`src/rtl/core/sign_magnitude_mul_div_unit_macros.svh`:
```
// Assertion macros for the sign-magnitude multiply/divide unit.
// Expects signals clk and arst_n in the scope of each use.
// Define ASSERT_OFF to compile every assertion out.
`ifndef SIGN_MAGNITUDE_MUL_DIV_UNIT_MACROS_SVH
`define SIGN_MAGNITUDE_MUL_DIV_UNIT_MACROS_SVH
`ifndef ASSERT_OFF
// prop must hold at every clock edge out of reset
`define SMMD_ASSERT(lbl, prop, msg) \
	lbl: assert property (@(posedge clk) disable iff (!arst_n) (prop)) \
		else $error(msg);
// post must hold in the cycle after pre
`define SMMD_ASSERT_NEXT(lbl, pre, post, msg) \
	lbl: assert property (@(posedge clk) disable iff (!arst_n) (pre) |=> (post)) \
		else $error(msg);
`else
`define SMMD_ASSERT(lbl, prop, msg)
`define SMMD_ASSERT_NEXT(lbl, pre, post, msg)
`endif
`endif

```
`src/rtl/core/smmd_pkg.sv`:
```
// Shared types for the sign-magnitude multiply/divide unit.
// No dependencies.
`timescale 1ns / 1ps

package smmd_pkg;

	// operation codes
	typedef enum logic {
		CMD_MUL = 1'b0,
		CMD_DIV = 1'b1
	} cmd_t;

	// control that travels with each item through the pipeline
	typedef struct packed {
		cmd_t cmd;
		logic sign;
	} ctrl_t;

endpackage

```
`src/rtl/core/smmd_if.sv`:
```
// Valid/ready channel interfaces for the operand and result sides.
// No dependencies.
`timescale 1ns / 1ps

interface smmd_op_if #(
	parameter int WORD_BITS = 16
);
	logic                 valid;
	logic                 ready;
	logic                 command;
	logic [WORD_BITS-1:0] operand_a;
	logic [WORD_BITS-1:0] operand_b;

	modport source (output valid, command, operand_a, operand_b, input ready);
	modport sink   (input valid, command, operand_a, operand_b, output ready);
endinterface

interface smmd_res_if #(
	parameter int WORD_BITS = 16
);
	logic                 valid;
	logic                 ready;
	logic                 result_sign;
	logic [WORD_BITS-1:0] result_bits;

	modport source (output valid, result_sign, result_bits, input ready);
	modport sink   (input valid, result_sign, result_bits, output ready);
endinterface

```
`src/rtl/core/smmd_stage.sv`:
```
// One pipeline stage: one shift-add multiply step or one restoring divide step.
// Depends on smmd_pkg.
`timescale 1ns / 1ps

module smmd_stage
	import smmd_pkg::*;
#(
	parameter int WORD_BITS = 16
) (
	input  logic                   clk,
	input  logic                   arst_n,
	input  logic                   up_valid,
	output logic                   up_ready,
	input  ctrl_t                  up_ctrl,
	input  logic [WORD_BITS-2:0]   up_acc,
	input  logic [WORD_BITS-2:0]   up_mcand,
	input  logic [WORD_BITS-2:0]   up_mplier,
	input  logic [WORD_BITS-1:0]   up_quot,
	output logic                   dn_valid,
	input  logic                   dn_ready,
	output ctrl_t                  dn_ctrl,
	output logic [WORD_BITS-2:0]   dn_acc,
	output logic [WORD_BITS-2:0]   dn_mcand,
	output logic [WORD_BITS-2:0]   dn_mplier,
	output logic [WORD_BITS-1:0]   dn_quot
);

	localparam int MAG_BITS = WORD_BITS - 1;

	logic                valid_s1;
	ctrl_t               ctrl_s1;
	logic [MAG_BITS-1:0] acc_s1;
	logic [MAG_BITS-1:0] mcand_s1;
	logic [MAG_BITS-1:0] mplier_s1;
	logic [WORD_BITS-1:0] quot_s1;

	logic                ge;
	logic [MAG_BITS-1:0] diff;
	logic [MAG_BITS-1:0] rem;
	logic [MAG_BITS-1:0] acc_n;
	logic [MAG_BITS-1:0] mcand_n;
	logic [MAG_BITS-1:0] mplier_n;
	logic [WORD_BITS-1:0] quot_n;

	// stage register is free, or its item leaves this cycle
	assign up_ready = !valid_s1 || dn_ready;

	// step logic: acc is the product sum for multiply, the remainder for divide
	always_comb begin
		ge       = (up_acc >= up_mplier);
		diff     = up_acc - up_mplier;
		rem      = ge ? diff : up_acc;
		acc_n    = up_acc;
		mcand_n  = up_mcand;
		mplier_n = up_mplier;
		quot_n   = up_quot;
		case (up_ctrl.cmd)
			CMD_MUL: begin
				acc_n    = up_acc + (up_mplier[0] ? up_mcand : '0);
				mcand_n  = {up_mcand[MAG_BITS-2:0], 1'b0};
				mplier_n = {1'b0, up_mplier[MAG_BITS-1:1]};
			end
			CMD_DIV: begin
				acc_n  = {rem[MAG_BITS-2:0], 1'b0};
				quot_n = {up_quot[WORD_BITS-2:0], ge};
			end
			default: begin
				acc_n = up_acc;
			end
		endcase
	end

	// valid bit
	always_ff @(posedge clk or negedge arst_n) begin
		if (!arst_n) begin
			valid_s1 <= 1'b0;
		end else if (up_ready) begin
			valid_s1 <= up_valid;
		end
	end

	// payload
	always_ff @(posedge clk) begin
		if (up_ready && up_valid) begin
			ctrl_s1   <= up_ctrl;
			acc_s1    <= acc_n;
			mcand_s1  <= mcand_n;
			mplier_s1 <= mplier_n;
			quot_s1   <= quot_n;
		end
	end

	assign dn_valid  = valid_s1;
	assign dn_ctrl   = ctrl_s1;
	assign dn_acc    = acc_s1;
	assign dn_mcand  = mcand_s1;
	assign dn_mplier = mplier_s1;
	assign dn_quot   = quot_s1;

endmodule

```
`src/rtl/core/sign_magnitude_mul_div_unit.sv`:
```
// Channel  | Dir | Fields                              | Transfer
// op       | in  | command, operand_a, operand_b       | valid && ready
// res      | out | result_sign, result_bits            | valid && ready
//
// One stage per multiply or divide step, WORD_BITS stages. res.valid is
// driven by the last stage register, so each item passes every stage
// register first. One operation per cycle is sustained while res is ready.
// Reset clears only the stage valid bits and the in-flight counter; no clearing pass.
// Each stage takes a new item when it is empty or its item moves on, so a
// stall on res fills bubbles first and backs up to op.ready without loss.
// Top level of the sign-magnitude multiply/divide unit.
// Depends on smmd_pkg, smmd_if, smmd_stage and the assertion macro header.
`timescale 1ns / 1ps
`include "sign_magnitude_mul_div_unit_macros.svh"

module sign_magnitude_mul_div_unit
	import smmd_pkg::*;
#(
	parameter int WORD_BITS = 16
) (
	input  logic             clk,
	input  logic             arst_n,
	smmd_op_if.sink          op,
	smmd_res_if.source       res
);

	localparam int MAG_BITS = WORD_BITS - 1;
	localparam int CNT_BITS = $clog2(WORD_BITS + 1) + 1;

	logic [WORD_BITS:0]  v;
	logic [WORD_BITS:0]  rdy;
	ctrl_t               c      [WORD_BITS+1];
	logic [MAG_BITS-1:0] acc    [WORD_BITS+1];
	logic [MAG_BITS-1:0] mcand  [WORD_BITS+1];
	logic [MAG_BITS-1:0] mplier [WORD_BITS+1];
	logic [WORD_BITS-1:0] quot  [WORD_BITS+1];

	logic [CNT_BITS-1:0] cnt_q;

	// unpack operands into the first stage's inputs
	assign v[0]      = op.valid;
	assign c[0].cmd  = cmd_t'(op.command);
	assign c[0].sign = op.operand_a[WORD_BITS-1] ^ op.operand_b[WORD_BITS-1];
	assign mcand[0]  = op.operand_a[MAG_BITS-1:0];
	assign mplier[0] = op.operand_b[MAG_BITS-1:0];
	assign acc[0]    = (cmd_t'(op.command) == CMD_DIV) ? op.operand_a[MAG_BITS-1:0] : '0;
	assign quot[0]   = '0;

	assign op.ready = rdy[0];

	// one stage per step
	for (genvar k = 0; k < WORD_BITS; k++) begin : g_stage
		smmd_stage #(
			.WORD_BITS (WORD_BITS)
		) u_stage (
			.clk       (clk),
			.arst_n    (arst_n),
			.up_valid  (v[k]),
			.up_ready  (rdy[k]),
			.up_ctrl   (c[k]),
			.up_acc    (acc[k]),
			.up_mcand  (mcand[k]),
			.up_mplier (mplier[k]),
			.up_quot   (quot[k]),
			.dn_valid  (v[k+1]),
			.dn_ready  (rdy[k+1]),
			.dn_ctrl   (c[k+1]),
			.dn_acc    (acc[k+1]),
			.dn_mcand  (mcand[k+1]),
			.dn_mplier (mplier[k+1]),
			.dn_quot   (quot[k+1])
		);
	end

	// result from the last stage register
	assign rdy[WORD_BITS]  = res.ready;
	assign res.valid       = v[WORD_BITS];
	assign res.result_sign = c[WORD_BITS].sign;
	assign res.result_bits = (c[WORD_BITS].cmd == CMD_MUL) ?
		{1'b0, acc[WORD_BITS]} : quot[WORD_BITS];

	// items in flight, for checking
	always_ff @(posedge clk or negedge arst_n) begin
		if (!arst_n) begin
			cnt_q <= '0;
		end else begin
			case ({op.valid && op.ready, res.valid && res.ready})
				2'b10:   cnt_q <= cnt_q + CNT_BITS'(1);
				2'b01:   cnt_q <= cnt_q - CNT_BITS'(1);
				default: cnt_q <= cnt_q;
			endcase
		end
	end

	// assertions
	`SMMD_ASSERT(a_inflight_count, cnt_q == CNT_BITS'($countones(v[WORD_BITS:1])), "item lost or duplicated in pipeline")
	`SMMD_ASSERT(a_ready_when_empty, (v[WORD_BITS:1] == '0) |-> op.ready, "op not ready with empty pipeline")
	`SMMD_ASSERT(a_mul_top_zero, (res.valid && c[WORD_BITS].cmd == CMD_MUL) |-> !res.result_bits[WORD_BITS-1], "multiply result top bit set")
	`SMMD_ASSERT_NEXT(a_full_stall, (v[WORD_BITS:1] == '1) && !res.ready, !$fell(v[WORD_BITS]), "result dropped under stall")

endmodule
```
`src/flat_wrapper.sv`:
```
// flat-port wrapper written by rule: the top's interface ports become plain ports
module sign_magnitude_mul_div_unit_flat import smmd_pkg::*;
#(
	parameter int WORD_BITS = 16
)
  (clk, arst_n, op_valid, op_command, op_operand_a, op_operand_b, op_ready, res_valid, res_result_sign, res_result_bits, res_ready);
  smmd_op_if #(.WORD_BITS(WORD_BITS)) op_i ();
  smmd_res_if #(.WORD_BITS(WORD_BITS)) res_i ();
  input  logic clk;
  input  logic arst_n;
  input wire logic [$bits(op_i.valid)-1:0] op_valid;
  input wire logic [$bits(op_i.command)-1:0] op_command;
  input wire logic [$bits(op_i.operand_a)-1:0] op_operand_a;
  input wire logic [$bits(op_i.operand_b)-1:0] op_operand_b;
  output wire logic [$bits(op_i.ready)-1:0] op_ready;
  output wire logic [$bits(res_i.valid)-1:0] res_valid;
  output wire logic [$bits(res_i.result_sign)-1:0] res_result_sign;
  output wire logic [$bits(res_i.result_bits)-1:0] res_result_bits;
  input wire logic [$bits(res_i.ready)-1:0] res_ready;
  assign op_i.valid = op_valid;
  assign op_i.command = op_command;
  assign op_i.operand_a = op_operand_a;
  assign op_i.operand_b = op_operand_b;
  assign op_ready = op_i.ready;
  assign res_valid = res_i.valid;
  assign res_result_sign = res_i.result_sign;
  assign res_result_bits = res_i.result_bits;
  assign res_i.ready = res_ready;
  sign_magnitude_mul_div_unit #(.WORD_BITS(WORD_BITS)) u_core (.clk(clk), .arst_n(arst_n), .op(op_i), .res(res_i));
endmodule
```
`config.mk`:
```
export PLATFORM = sky130hd
export DESIGN_NAME = sign_magnitude_mul_div_unit_flat
export DESIGN_NICKNAME = d
export VERILOG_FILES = /design/src/rtl/core/smmd_pkg.sv /design/src/rtl/core/smmd_if.sv /design/src/rtl/core/smmd_stage.sv /design/src/rtl/core/sign_magnitude_mul_div_unit.sv /design/src/flat_wrapper.sv
export VERILOG_INCLUDE_DIRS = /design/src /design/src/rtl/core
export SDC_FILE = /design/constraint.sdc
export NUM_CORES = 2
export LEC_CHECK = 0
export BUFFER_PORTS_ARGS = -buffer_cell sky130_fd_sc_hd__buf_2
export CAP_MARGIN = 10
export CORE_MARGIN = 2
export CORE_UTILIZATION = 38
export DETAILED_ROUTE_END_ITERATION = 6
export GPL_TIMING_DRIVEN = 1
export SETUP_SLACK_MARGIN = 0.15
export SLEW_MARGIN = 0
export SYNTH_ARGS = -nofsm -noshare
export SYNTH_HDL_FRONTEND = slang
export SYNTH_HIERARCHICAL = 1
export SYNTH_SLANG_ARGS = --single-unit
```
`constraint.sdc`:
```
create_clock -name clk -period 5.8 [get_ports clk]
set_input_delay 0.58 -clock clk [delete_from_list [all_inputs] [get_ports clk]]
set_output_delay 0.58 -clock clk [all_outputs]
set_load 0.01 [all_outputs]
```
==> results.tsv <==
stage	metric	value	unit
timing	Final period util	76.6	%
timing	Max Clock Freq	225	MHz
synthesis	Synth Cell Area	0.0675	mm2
global_routing	initial antenna violation count	2	
floorplan	IO Pins	56	
timing	worst clock skew	0.0541	ns
timing	RSZ-0062 raised after global routing	no	
min_path	Hold WC Path Type	in -> reg	
critical_path	endpoint class of the critical path	output pin	
global_routing	first-pass GRT wire length	245000	um
floorplan	die width	425	um
critical_path	worst r2r src	u_core/g_stage[15].u_stage/dn_valid	
pwr	power per cell area	445	mW/mm2
clocking	Clock transition at path regs	0.06	ns
critical_path	WP buf/inv	1	
critical_path	CP cell instances	nand2b_1 -> nand2b_1 -> nand2b_1 -> nand2b_1 -> nand2b_1 -> nand2b_1 -> nand2b_1 -> nand2b_1 -> nand2b_1 -> nand2b_1 -> nand2b_1 -> nand2b_1 -> nand2b_1 -> nand2b_1 -> nand2b_1 -> nand2b_1 -> buf_2	
critical_path	CP Launch Point	u_core/g_stage[15].u_stage/dn_valid	
layout	share of cells above drive strength 1	13.3	%
clocking	cts bufs inserted	109	
critical_path	WP depth	17	
routing	Routed WL	153000	um
place	Final Wtd Congestion	0.892	
global_routing	GR Overflow Total	0	
layout	P&R area growth vs syn	8.90	%
critical_path	most used cell, CP	nand2b_1	
clocking	hold_buf cts	2	
timing	worst rel slew slack	32.1	%
critical_path	critical-path maximum fanout	3	
clocking	Root Buffer Master	clkbuf_16	
critical_path	Top delay family on crit path	simple AND/OR/NAND/NOR gates	
min_path	Hold Path Origin	op_operand_b[13]	
critical_path	slowest stage cell, crit path	dfrtp_1	
floorplan	DIE AREA	0.181	mm2
synthesis	Avg Synthesized Cell Area	10.7	um2
routing	DR iter-0 viols	3113	
place	HPWL Detailed	117000	um
floorplan	core area	0.176	mm2
clocking	total setup buffers inserted after CTS	0	
flow_run	Max Cap Viol	0	
status	status	completed	
clocking	H-tree Lvls	3	
layout	Final nets	6863	
timing	Fin. Hold Viols	0	
synthesis	cell count after synthesis	6282	
timing	setup_tns	0	ns
critical_path	CP Launch Type	register	
floorplan	Starting Density	38.3	%
global_routing	largest net degree at the start of global routing	102	
clocking	CTS tree	done	
routing	antenna-violating nets left	0	
critical_path	Crit path required time	5.22	ns
floorplan	die height	425	um
timing	Final setup viols	0	
clocking	# resized after CTS	0	
timing	Period minus WS final	4.44	ns
routing	Pre-antenna DRT Iters	5	
global_routing	GRT Total Usage	16.6	%
pwr	Worst VDD drop	319	uV
clocking	Clk Latency, worst-skew pair	0.75	ns
floorplan	Row Count	154	
critical_path	Slowest Stage Delay on Critical Path	0.33	ns
routing	Vias/cell	5.32	
clocking	clk sink count	994	
routing	via count	46464	
routing	drt drc	0	
global_routing	via count of the first global-routing pass	45127	
routing	per-cell routed wire length	17.5	um
critical_path	reg2reg path depth	17	
timing	Least-Margin Pin Slew	1.02	ns
pwr	total power	32700	uW
place	port bufs	55	
timing	Final Max Slew Viols	0	
min_path	Hold Path Stages	3	
pwr	P_leak	0.0293	uW
clocking	clock buffer depth	3	
synthesis	YS warnings	6	
critical_path	data arrival time of the critical path	3.86	ns
critical_path	critical path class	reg -> out	
## report_power, final
part           switching [uW]  internal (uW)
Combinational            8080           6550
Sequential               1200          10100
Clock                    2910           3870
Total                   12200          20500
## layer usage
metal  track usage, %  up-vias  wire [um]  part of all wire, %
met2             28.8      816      74700                   49
met5                0        -          0                    0
met1             21.7    22176      69400                   45
li1                 -    23291          -                    -
met4             4.21        0       3460                  2.3
met3             2.14      181       5480                  3.6
## registers in the layout, summed over array words and instances, names as in the netlist
register                          flops
u_core/g_stage.u_stage/dn_mplier    225
u_core/g_stage.u_stage/dn_quot      256
u_core/g_stage.u_stage/dn_mcand     225
u_core/g_stage.u_stage/dn_valid      16
u_core/g_stage.u_stage/dn_ctrl       32
u_core/g_stage.u_stage/dn_acc       240
## final cells by class
type | instances | area (um2)
repair buffers | 96 | 603
clock buffers | 144 | 2890
well taps | 2340 | 2930
multi-input cells | 4705 | 35200
inverters | 408 | 1530
diodes | 1 | 2.50
flip-flops and latches | 994 | 29800
fillers | 16808 | 103000
clock inverters | 53 | 581
## cells in the final DEF, fill, tap and decap left out, types with 34 or more instances in the layout
cell,count
a211oi_1,34
a21o_1,147
a21oi_1,370
a31oi_1,65
and2_1,256
buf_2,54
buf_4,39
clkbuf_16,109
edfxtp_1,978
ha_1,480
inv_1,408
mux2_2,481
mux2i_1,189
nand2_1,443
nand2b_1,96
nand3_1,77
nand4_1,49
nor2_1,362
nor2b_1,98
nor3_1,74
o21a_1,115
o21ai_0,423
o21ai_1,56
o31ai_1,42
or3_1,40
xnor2_1,208
xor2_1,86
## worst min-delay path: stages
cell and delay (ns):
buf_2 0.09, nand2_1 0.04, o21ai_0 0.05
## path summary, 6_finish.rpt
kind | endpoint | slack (ns)
hold reg to reg | u_core/g_stage[15].u_stage/dn_ctrl[0] | 0.42
min in group asynchronous | u_core/g_stage[15].u_stage/dn_valid | 0.29
max in group asynchronous | u_core/g_stage[8].u_stage/dn_valid | 5.25
setup / recovery | op_ready | 1.36
hold / removal | u_core/g_stage[0].u_stage/dn_mplier[13] | 0.13
setup reg to reg | u_core/g_stage[1].u_stage/dn_mcand[1] | 1.79
## stage by stage
stage | instances | util [%] | worst slack [ns] | hold slack [ns] | area, um2
after global placement | 8541 | 39.7 | 1.37 | 0.408 | 70000
final | 8741 | 41.7 | 1.36 | 0.130 | 73500
after floorplan | 6312 | - | 1.28 | 0.284 | 67600
after detailed placement | 8541 | 39.7 | 1.39 | 0.410 | 70000
after global routing | 8741 | 41.7 | 0.949 | 0.0981 | 73500
after CTS | 8740 | 41.7 | 1.25 | 0.0707 | 73500
No activity file was read; power rests on OpenSTA's default activity.
